$ cat config.mk
export PLATFORM = sky130hd
export DESIGN_NAME = utf8_sanitizer_latin1_fallback
export DESIGN_NICKNAME = d
export VERILOG_FILES = /design/src/design/u8s_pkg.sv /design/src/design/u8s_classify.sv /design/src/design/u8s_buffer.sv /design/src/design/utf8_sanitizer_latin1_fallback.sv
export SDC_FILE = /design/constraint.sdc
export NUM_CORES = 1
export LEC_CHECK = 0
export BUFFER_PORTS_ARGS = -buffer_cell sky130_fd_sc_hd__buf_2
export CORE_MARGIN = 2
export CORE_UTILIZATION = 40
export CTS_CLUSTER_DIAMETER = 100
export DETAILED_ROUTE_END_ITERATION = 10
export HOLD_SLACK_MARGIN = 0.03
export PLACE_DENSITY_LB_ADDON = 0.1
export SETUP_SLACK_MARGIN = 0.02
export SYNTH_ARGS = -nofsm -noshare
export SYNTH_HDL_FRONTEND = slang
export SYNTH_SLANG_ARGS = --single-unit
$ cat constraint.sdc
create_clock -name clk_i -period 6.55 [get_ports clk_i]
set_input_delay 0.3275 -clock clk_i [delete_from_list [all_inputs] [get_ports clk_i]]
set_output_delay 0.3275 -clock clk_i [all_outputs]
set_load 0.02 [all_outputs]
$ cat src/design/u8s_pkg.sv
// Shared types and constants for the UTF-8 sanitizer with Latin-1 fallback.
`default_nettype none
package u8s_pkg;

  localparam int unsigned BUF_DEPTH = 6;
  localparam int unsigned CNT_W     = 3;

  typedef logic [7:0] byte_t;
  typedef byte_t [BUF_DEPTH-1:0] buf_arr_t;

  // Lead byte masks and their match patterns
  localparam byte_t ASCII_MASK = 8'h80;
  localparam byte_t LEAD2_MASK = 8'hE0;
  localparam byte_t LEAD2_PAT  = 8'hC0;
  localparam byte_t LEAD3_MASK = 8'hF0;
  localparam byte_t LEAD3_PAT  = 8'hE0;
  localparam byte_t LEAD4_MASK = 8'hF8;
  localparam byte_t LEAD4_PAT  = 8'hF0;
  localparam byte_t LEAD5_MASK = 8'hFC;
  localparam byte_t LEAD5_PAT  = 8'hF8;
  localparam byte_t LEAD6_MASK = 8'hFE;
  localparam byte_t LEAD6_PAT  = 8'hFC;

  // Continuation byte tag (10xxxxxx) and Latin-1 re-encode bases
  localparam logic [1:0] CONT_TAG  = 2'b10;
  localparam byte_t LATIN_HI_BASE  = 8'hC0;
  localparam byte_t LATIN_LO_BASE  = 8'h80;

  typedef enum logic [2:0] {
    ST_IDLE,
    ST_SCAN,
    ST_PASS,
    ST_LAT_HI,
    ST_LAT_LO
  } state_e;

  // Classifier result for the byte at the head of the buffer
  typedef struct packed {
    logic [CNT_W-1:0] len;
    logic             ascii;
    logic             bad;
  } cls_t;

  // Buffer control from the sequencer
  typedef struct packed {
    logic wr;
    logic shift;
  } buf_ctl_t;

endpackage
`default_nettype wire

$ cat src/design/u8s_classify.sv
// Lead byte length decode and continuation check over the pending buffer.
`default_nettype none
module u8s_classify #(
  parameter int unsigned MAX_SEQ_BYTES = 6
) (
  input  wire u8s_pkg::buf_arr_t             buf_i,
  input  wire logic [u8s_pkg::CNT_W-1:0]     count_i,
  output u8s_pkg::cls_t                      cls_o
);

  // Sequence length implied by a lead byte; invalid leads give one
  function automatic logic [u8s_pkg::CNT_W-1:0] seq_len(input u8s_pkg::byte_t b);
    logic [u8s_pkg::CNT_W-1:0] n;
    n = 3'd1;
    if ((b & u8s_pkg::ASCII_MASK) == 8'h00) n = 3'd1;
    else if ((b & u8s_pkg::LEAD2_MASK) == u8s_pkg::LEAD2_PAT) n = 3'd2;
    else if ((b & u8s_pkg::LEAD3_MASK) == u8s_pkg::LEAD3_PAT) n = 3'd3;
    else if ((b & u8s_pkg::LEAD4_MASK) == u8s_pkg::LEAD4_PAT) n = 3'd4;
    else if ((b & u8s_pkg::LEAD5_MASK) == u8s_pkg::LEAD5_PAT) n = 3'd5;
    else if ((b & u8s_pkg::LEAD6_MASK) == u8s_pkg::LEAD6_PAT) n = 3'd6;
    if (n > u8s_pkg::CNT_W'(MAX_SEQ_BYTES)) n = 3'd1;
    return n;
  endfunction

  // Length and ASCII flag of the head byte; bad marks any buffered byte after the lead that is not a continuation byte
  always_comb begin
    cls_o.len   = seq_len(buf_i[0]);
    cls_o.ascii = ~buf_i[0][7];
    cls_o.bad   = 1'b0;
    for (int i = 1; i < int'(u8s_pkg::BUF_DEPTH); i++) begin
      if ((u8s_pkg::CNT_W'(i) < count_i) && (buf_i[i][7:6] != u8s_pkg::CONT_TAG)) begin
        cls_o.bad = 1'b1;
      end
    end
  end

endmodule
`default_nettype wire

$ cat src/design/u8s_buffer.sv
// Pending byte buffer: append at the fill level, shift out at the head.
`default_nettype none
module u8s_buffer (
  input  wire logic                         clk_i,
  input  wire logic                         rst_ni,
  input  wire u8s_pkg::buf_ctl_t            ctl_i,
  input  wire u8s_pkg::byte_t               wr_byte_i,
  output u8s_pkg::buf_arr_t                 buf_o,
  output logic [u8s_pkg::CNT_W-1:0]         count_o
);

  u8s_pkg::buf_arr_t             buf_q, buf_d;
  logic [u8s_pkg::CNT_W-1:0]     count_q, count_d;

  // Next buffer contents and fill level
  always_comb begin
    buf_d   = buf_q;
    count_d = count_q;
    if (ctl_i.wr) begin
      if (count_q >= u8s_pkg::CNT_W'(u8s_pkg::BUF_DEPTH)) begin
        buf_d[0] = wr_byte_i;
        count_d  = 3'd1;
      end else begin
        buf_d[count_q] = wr_byte_i;
        count_d        = count_q + 3'd1;
      end
    end else if (ctl_i.shift) begin
      for (int i = 0; i < int'(u8s_pkg::BUF_DEPTH) - 1; i++) begin
        buf_d[i] = buf_q[i+1];
      end
      count_d = count_q - 3'd1;
    end
  end

  // Data needs no reset; entries are read only once written
  always_ff @(posedge clk_i) begin
    buf_q <= buf_d;
  end

  always_ff @(posedge clk_i or negedge rst_ni) begin
    if (!rst_ni) begin
      count_q <= '0;
    end else begin
      count_q <= count_d;
    end
  end

  assign buf_o   = buf_q;
  assign count_o = count_q;

endmodule
`default_nettype wire

$ cat src/design/utf8_sanitizer_latin1_fallback.sv
// An accepted byte is written to the pending buffer in the idle state; the scan state
// then decides on the buffer head, and the pass or Latin-1 states load the output
// register once per result byte, holding while stalled. The single output register
// and the sequencer set the pace: a new input byte is taken only back in idle.
// Reset clears the sequencer, fill level and output valid; buffer data is not reset.
`default_nettype none
module utf8_sanitizer_latin1_fallback #(
  parameter int unsigned MAX_SEQ_BYTES = 6
) (
  input  wire logic       clk_i,
  input  wire logic       rst_ni,
  input  wire logic [7:0] in_byte_i,
  input  wire logic       is_last_i,
  input  wire logic       in_valid_i,
  output logic            in_stall_o,
  output logic [7:0]      out_byte_o,
  output logic            out_last_o,
  output logic            out_valid_o,
  input  wire logic       out_stall_i
);

  u8s_pkg::state_e               state_q, state_d;
  logic [u8s_pkg::CNT_W-1:0]     rem_q, rem_d;
  logic                          last_q, last_d;
  logic                          out_valid_q, out_valid_d;
  u8s_pkg::byte_t                out_byte_q, out_byte_d;
  logic                          out_last_q, out_last_d;

  u8s_pkg::buf_ctl_t             buf_ctl;
  u8s_pkg::buf_arr_t             pend;
  logic [u8s_pkg::CNT_W-1:0]     count;
  u8s_pkg::cls_t                 cls;

  logic in_acc, out_free, load;
  logic d_pass, d_latin, empty, tail;

  u8s_buffer u_buf (
    .clk_i     (clk_i),
    .rst_ni    (rst_ni),
    .ctl_i     (buf_ctl),
    .wr_byte_i (in_byte_i),
    .buf_o     (pend),
    .count_o   (count)
  );

  u8s_classify #(
    .MAX_SEQ_BYTES (MAX_SEQ_BYTES)
  ) u_cls (
    .buf_i   (pend),
    .count_i (count),
    .cls_o   (cls)
  );

  // Handshake terms
  assign in_acc   = in_valid_i & ~in_stall_o;
  assign out_free = ~out_valid_q | ~out_stall_i;
  assign empty    = (count == '0);
  assign tail     = last_q & (count == 3'd1);

  // Decision on the buffer head
  assign d_pass  = ((cls.len == 3'd1) & cls.ascii) |
                   ((cls.len != 3'd1) & ~cls.bad & (count >= cls.len));
  assign d_latin = ((cls.len == 3'd1) & ~cls.ascii) |
                   ((cls.len != 3'd1) & cls.bad) |
                   ((cls.len != 3'd1) & ~cls.bad & (count < cls.len) & last_q);

  // Next state
  always_comb begin
    state_d = state_q;
    rem_d   = rem_q;
    last_d  = last_q;
    unique case (state_q)
      u8s_pkg::ST_IDLE: begin
        if (in_acc) begin
          last_d  = is_last_i;
          state_d = u8s_pkg::ST_SCAN;
        end
      end
      u8s_pkg::ST_SCAN: begin
        if (empty) begin
          state_d = u8s_pkg::ST_IDLE;
        end else if (d_pass) begin
          rem_d   = cls.len;
          state_d = u8s_pkg::ST_PASS;
        end else if (d_latin) begin
          state_d = u8s_pkg::ST_LAT_HI;
        end else begin
          state_d = u8s_pkg::ST_IDLE;
        end
      end
      u8s_pkg::ST_PASS: begin
        if (out_free) begin
          rem_d = rem_q - 3'd1;
          if (rem_q == 3'd1) state_d = u8s_pkg::ST_SCAN;
        end
      end
      u8s_pkg::ST_LAT_HI: begin
        if (out_free) state_d = u8s_pkg::ST_LAT_LO;
      end
      u8s_pkg::ST_LAT_LO: begin
        if (out_free) state_d = u8s_pkg::ST_SCAN;
      end
      default: state_d = u8s_pkg::ST_IDLE;
    endcase
  end

  // Outputs: buffer control and output register load
  always_comb begin
    buf_ctl.wr    = 1'b0;
    buf_ctl.shift = 1'b0;
    load          = 1'b0;
    out_byte_d    = out_byte_q;
    out_last_d    = out_last_q;
    in_stall_o    = 1'b1;
    unique case (state_q)
      u8s_pkg::ST_IDLE: begin
        in_stall_o = 1'b0;
        buf_ctl.wr = in_valid_i;
      end
      u8s_pkg::ST_SCAN: ;
      u8s_pkg::ST_PASS: begin
        if (out_free) begin
          load          = 1'b1;
          buf_ctl.shift = 1'b1;
          out_byte_d    = pend[0];
          out_last_d    = tail;
        end
      end
      u8s_pkg::ST_LAT_HI: begin
        if (out_free) begin
          load       = 1'b1;
          out_byte_d = u8s_pkg::LATIN_HI_BASE | {6'b0, pend[0][7:6]};
          out_last_d = 1'b0;
        end
      end
      u8s_pkg::ST_LAT_LO: begin
        if (out_free) begin
          load          = 1'b1;
          buf_ctl.shift = 1'b1;
          out_byte_d    = u8s_pkg::LATIN_LO_BASE | {2'b0, pend[0][5:0]};
          out_last_d    = tail;
        end
      end
      default: ;
    endcase
  end

  // Output valid holds while stalled, drops once taken
  assign out_valid_d = load | (out_valid_q & out_stall_i);

  always_ff @(posedge clk_i or negedge rst_ni) begin
    if (!rst_ni) begin
      state_q     <= u8s_pkg::ST_IDLE;
      rem_q       <= '0;
      last_q      <= 1'b0;
      out_valid_q <= 1'b0;
    end else begin
      state_q     <= state_d;
      rem_q       <= rem_d;
      last_q      <= last_d;
      out_valid_q <= out_valid_d;
    end
  end

  always_ff @(posedge clk_i) begin
    out_byte_q <= out_byte_d;
    out_last_q <= out_last_d;
  end

  assign out_byte_o  = out_byte_q;
  assign out_last_o  = out_last_q;
  assign out_valid_o = out_valid_q;

endmodule
`default_nettype wire

==> impl_results.md <==
* Number of synthesized flops with an enable pin at 57
* Worst-path maximum fanout at 13
* Most frequent cell after synthesis: nand2_1
* Leakage power at around 1.6 nW
* Yosys top cell area share at between 40 and 50%
* Sequential element share of the synthesized area at around 57%
* H-tree depth at 3
* Cell Area, Synth at ~0.0035 mm²
* Resized cells post-CTS at 0
* Logic pwr share at between 30% and 40%
* Fill cell total of the finished layout at ~830
* Synth unique cells at between 40 and 50
* Die area at approximately 0.0094 mm²
* Clock latency on the worst-skew pair at 0.34 ns
* Net count, final at 378
* Top-Level Pins at 24
* Period minus WS final at around 2.7 ns
* Pin count of the biggest net entering global routing at between 40 and 50
* Max Slew Vio Count at 0
* Top FF cell, synth: edfxtp_1
* Max-Cap Viols at 0
* Antenna diodes at 0
* Post-route ant nets at 0
* Top cells by count, synth: nand2_1, edfxtp_1, nand3_1
* Via/cell ratio at approximately 5.2
* Post-route cell area at 0.003885 mm²
* Cells after Synth at ~330
* Max VDD drop at between 150 and 200 µV
* Internal at 1.286 mW
* CORE AREA at between 0.008 and 0.009 mm²
* Slew at the pin closest to its max-slew limit at 1.028 ns
* DRT Pass-1 Iters at 4
* Grt ovf at 0
* Root Buffer: clkbuf_8
* Drt total wl at between 7 and 8 mm
* Hold Crit Class: in -> reg
* Average wire per standard cell at approximately 15 µm
* Yosys reg bits at 68
* Clk slew on worst S/H paths at roughly 0.070 ns
* Final Hold Fails at 0
* Area after DPL at ~0.0037 mm²
* Row count at 34
* Status: finished clean
* Layout overhead on the synthesized area at 11.81%
* Number of global-route vias before repair at approximately 2,400
* Clk pwr share at 17.8%
* Setup ws final at between 3 and 4 ns
* First-pass GRT wire length at 12.23 mm
* Share of cells above drive strength 1 at between 10% and 20%
* Setup crit end kind: flop
* FFs w/ async S/R, synth at between 10% and 20%
* Initial core utilization at about two fifths
* Buffers on Ports at 23
* Syn_area_per_cell at ~10 µm²
* Die height at between 90 and 100 µm
* Net switching power at roughly 0.84 mW
* Pwr/cell area at 546.6 mW/mm²
* Initial antenna violation count at 0
* Die width at 97.20 µm
* Vias at between 2,000 and 2,500
* Flop pwr share at 42.8%
* Area leader, netlist: edfxtp_1
* Reg area at between 0.0015 and 0.002 mm²
* Fin crit share at around two fifths
* Setup-failing EPs final at 0
* Setup TNS Final at 0 ns
* Critical Path Source Type: flop
* Setup CP Type: reg -> reg
* GPL Wtd Cong at roughly 0.88
* Drc violations at 0
* Max clock buf depth at 2
* DPL Wire Length at 5.131 mm
* Starting DRT DRC Count at 123
* GRT Total Usage at between 10% and 20%
* Slew HR at between 30 and 40%
* Worst EP required at around 6.5 ns
* Syn Nets at 356
* Critical path arrival at between 2 and 3 ns
* Synth area leaders: edfxtp_1, nand2_1, dfrtp_1
* Fmax at 0.3725 GHz
* Num CTS Buffers at 9
* Fin Clk Skew at 0.01060 ns
* Clk sinks at about 70
* Yosys Warn Count at 0
* Area of the multi-input gates at 0.001358 mm²
* RSZ-0062 raised after global routing: no
* TritonCTS clock tree: built
* Setup slack at placement at between 3 and 4 ns
* Sw frac at 39.41%
## area by class of cell
class / instances / share of cell area (%)
Inverter: 11 / 1.063
Sequential cell: 68 / 51.14
Multi-Input combinational cell: 239 / 34.94
Timing Repair Buffer: 27 / 3.800
Clock inverter: 6 / 2.287
Clock buffer: 10 / 3.285
Tap cell: 108 / 3.478
## routing by layer
metal / wire length (µm) / GRT usage, % / up-vias / share of wire [%]
met1: 3504 / 22.24 / 1159 / 49
met4: 47 / 5.850 / 0 / 0.65
met3: 254 / 2.878 / 6 / 3.5
met5: 0 / 0 / - / 0
li1: - / - / 1244 / -
met2: 3399 / 26.71 / 46 / 47
## what timing repair did
item,4_1_cts,5_1_grt
setup buffers,0,0
hold buffers,1,0
hold endpoints to repair,11,0
## flip-flops by register name, summed over array words and instances (netlist names)
register and count:
u_buf.count_o 3, out_last_o 1, u_buf.buf_o 48, last_q 1
out_valid_o 1, state_q 3, out_byte_o 8, rem_q 3
## critical path: stages (launching register included)
cell	delay, ns
dfrtp_1	0.59
inv_1	0.20
nor3_1	0.86
nor2_1	0.09
nor2_1	0.58
## power groups by stage
stage	Clock, mW	Sequential [mW]	Combinational, mW
after global routing	0.405	0.932	0.962
after detailed placement	0	0.917	0.845
after floorplan	0	0.885	0.665
final	0.378	0.908	0.838
after CTS	0.389	0.909	0.849
after global placement	0	0.912	0.843
## through the flow
step | util, % | std cells | hold slack [ns] | total power, mW
after global routing | 45.43 | 469 | 0.1997 | 2.299
final | 45.43 | 469 | 0.1926 | 2.123
after floorplan | - | 334 | 0.03191 | 1.551
after global placement | 42.79 | 452 | 0.2183 | 1.755
after detailed placement | 42.79 | 452 | 0.2183 | 1.762
after CTS | 45.43 | 469 | 0.1775 | 2.147
## cell usage in the layout (no fill, tap or decap), types with 3 or more instances in the layout
master     n
a21oi_1    4
a22o_1     8
a31oi_1    3
and2_1     6
buf_2     23
buf_4      3
clkbuf_8   9
dfrtp_1   11
edfxtp_1  57
ha_1       9
inv_1     11
mux2_2     3
nand2_1   83
nand2b_1   3
nand3_1   37
nor2_1    19
nor2b_1    6
nor3_1     8
o21ai_0   13
## worst paths after layout
| kind | cells past startpoint | from | slack [ns] | end |
|---|---|---|---|---|
| max | 4 | u_buf.count_o[2]$_DFFE_PN0P_ | 3.87 | u_buf.buf_o[34]$_DFFE_PP_ |
| min | 3 | is_last_i | 0.19 | last_q$_DFFE_PN0P_ |
| min reg2reg | 2 | u_buf.buf_o[35]$_DFFE_PP_ | 0.50 | u_buf.buf_o[27]$_DFFE_PP_ |
| max in group asynchronous | 2 | rst_ni | 5.93 | u_buf.count_o[2]$_DFFE_PN0P_ |
| max reg2reg | 4 | u_buf.count_o[2]$_DFFE_PN0P_ | 3.87 | u_buf.buf_o[34]$_DFFE_PP_ |
| min in group asynchronous | 2 | rst_ni | 0.41 | state_q[1]$_DFFE_PN0P_ |
## cells by family (layout without fill, tap and decap cells)
logic type                 count (synthesis)  count (layout)  synth area share [%]
and+or+nand+nor                          173             173                 23.30
DFF                                       68              68                 57.18
AOI/OAI and AO/OA                         51              51                 10.73
buffers and inverters                     27              54                 3.745
adders and majority gates                  9               9                 3.241
muxes                                      5               5                 1.548
xor gates and xnor gates                   1               1                0.2521
No activity file was read; power rests on OpenSTA's default activity.
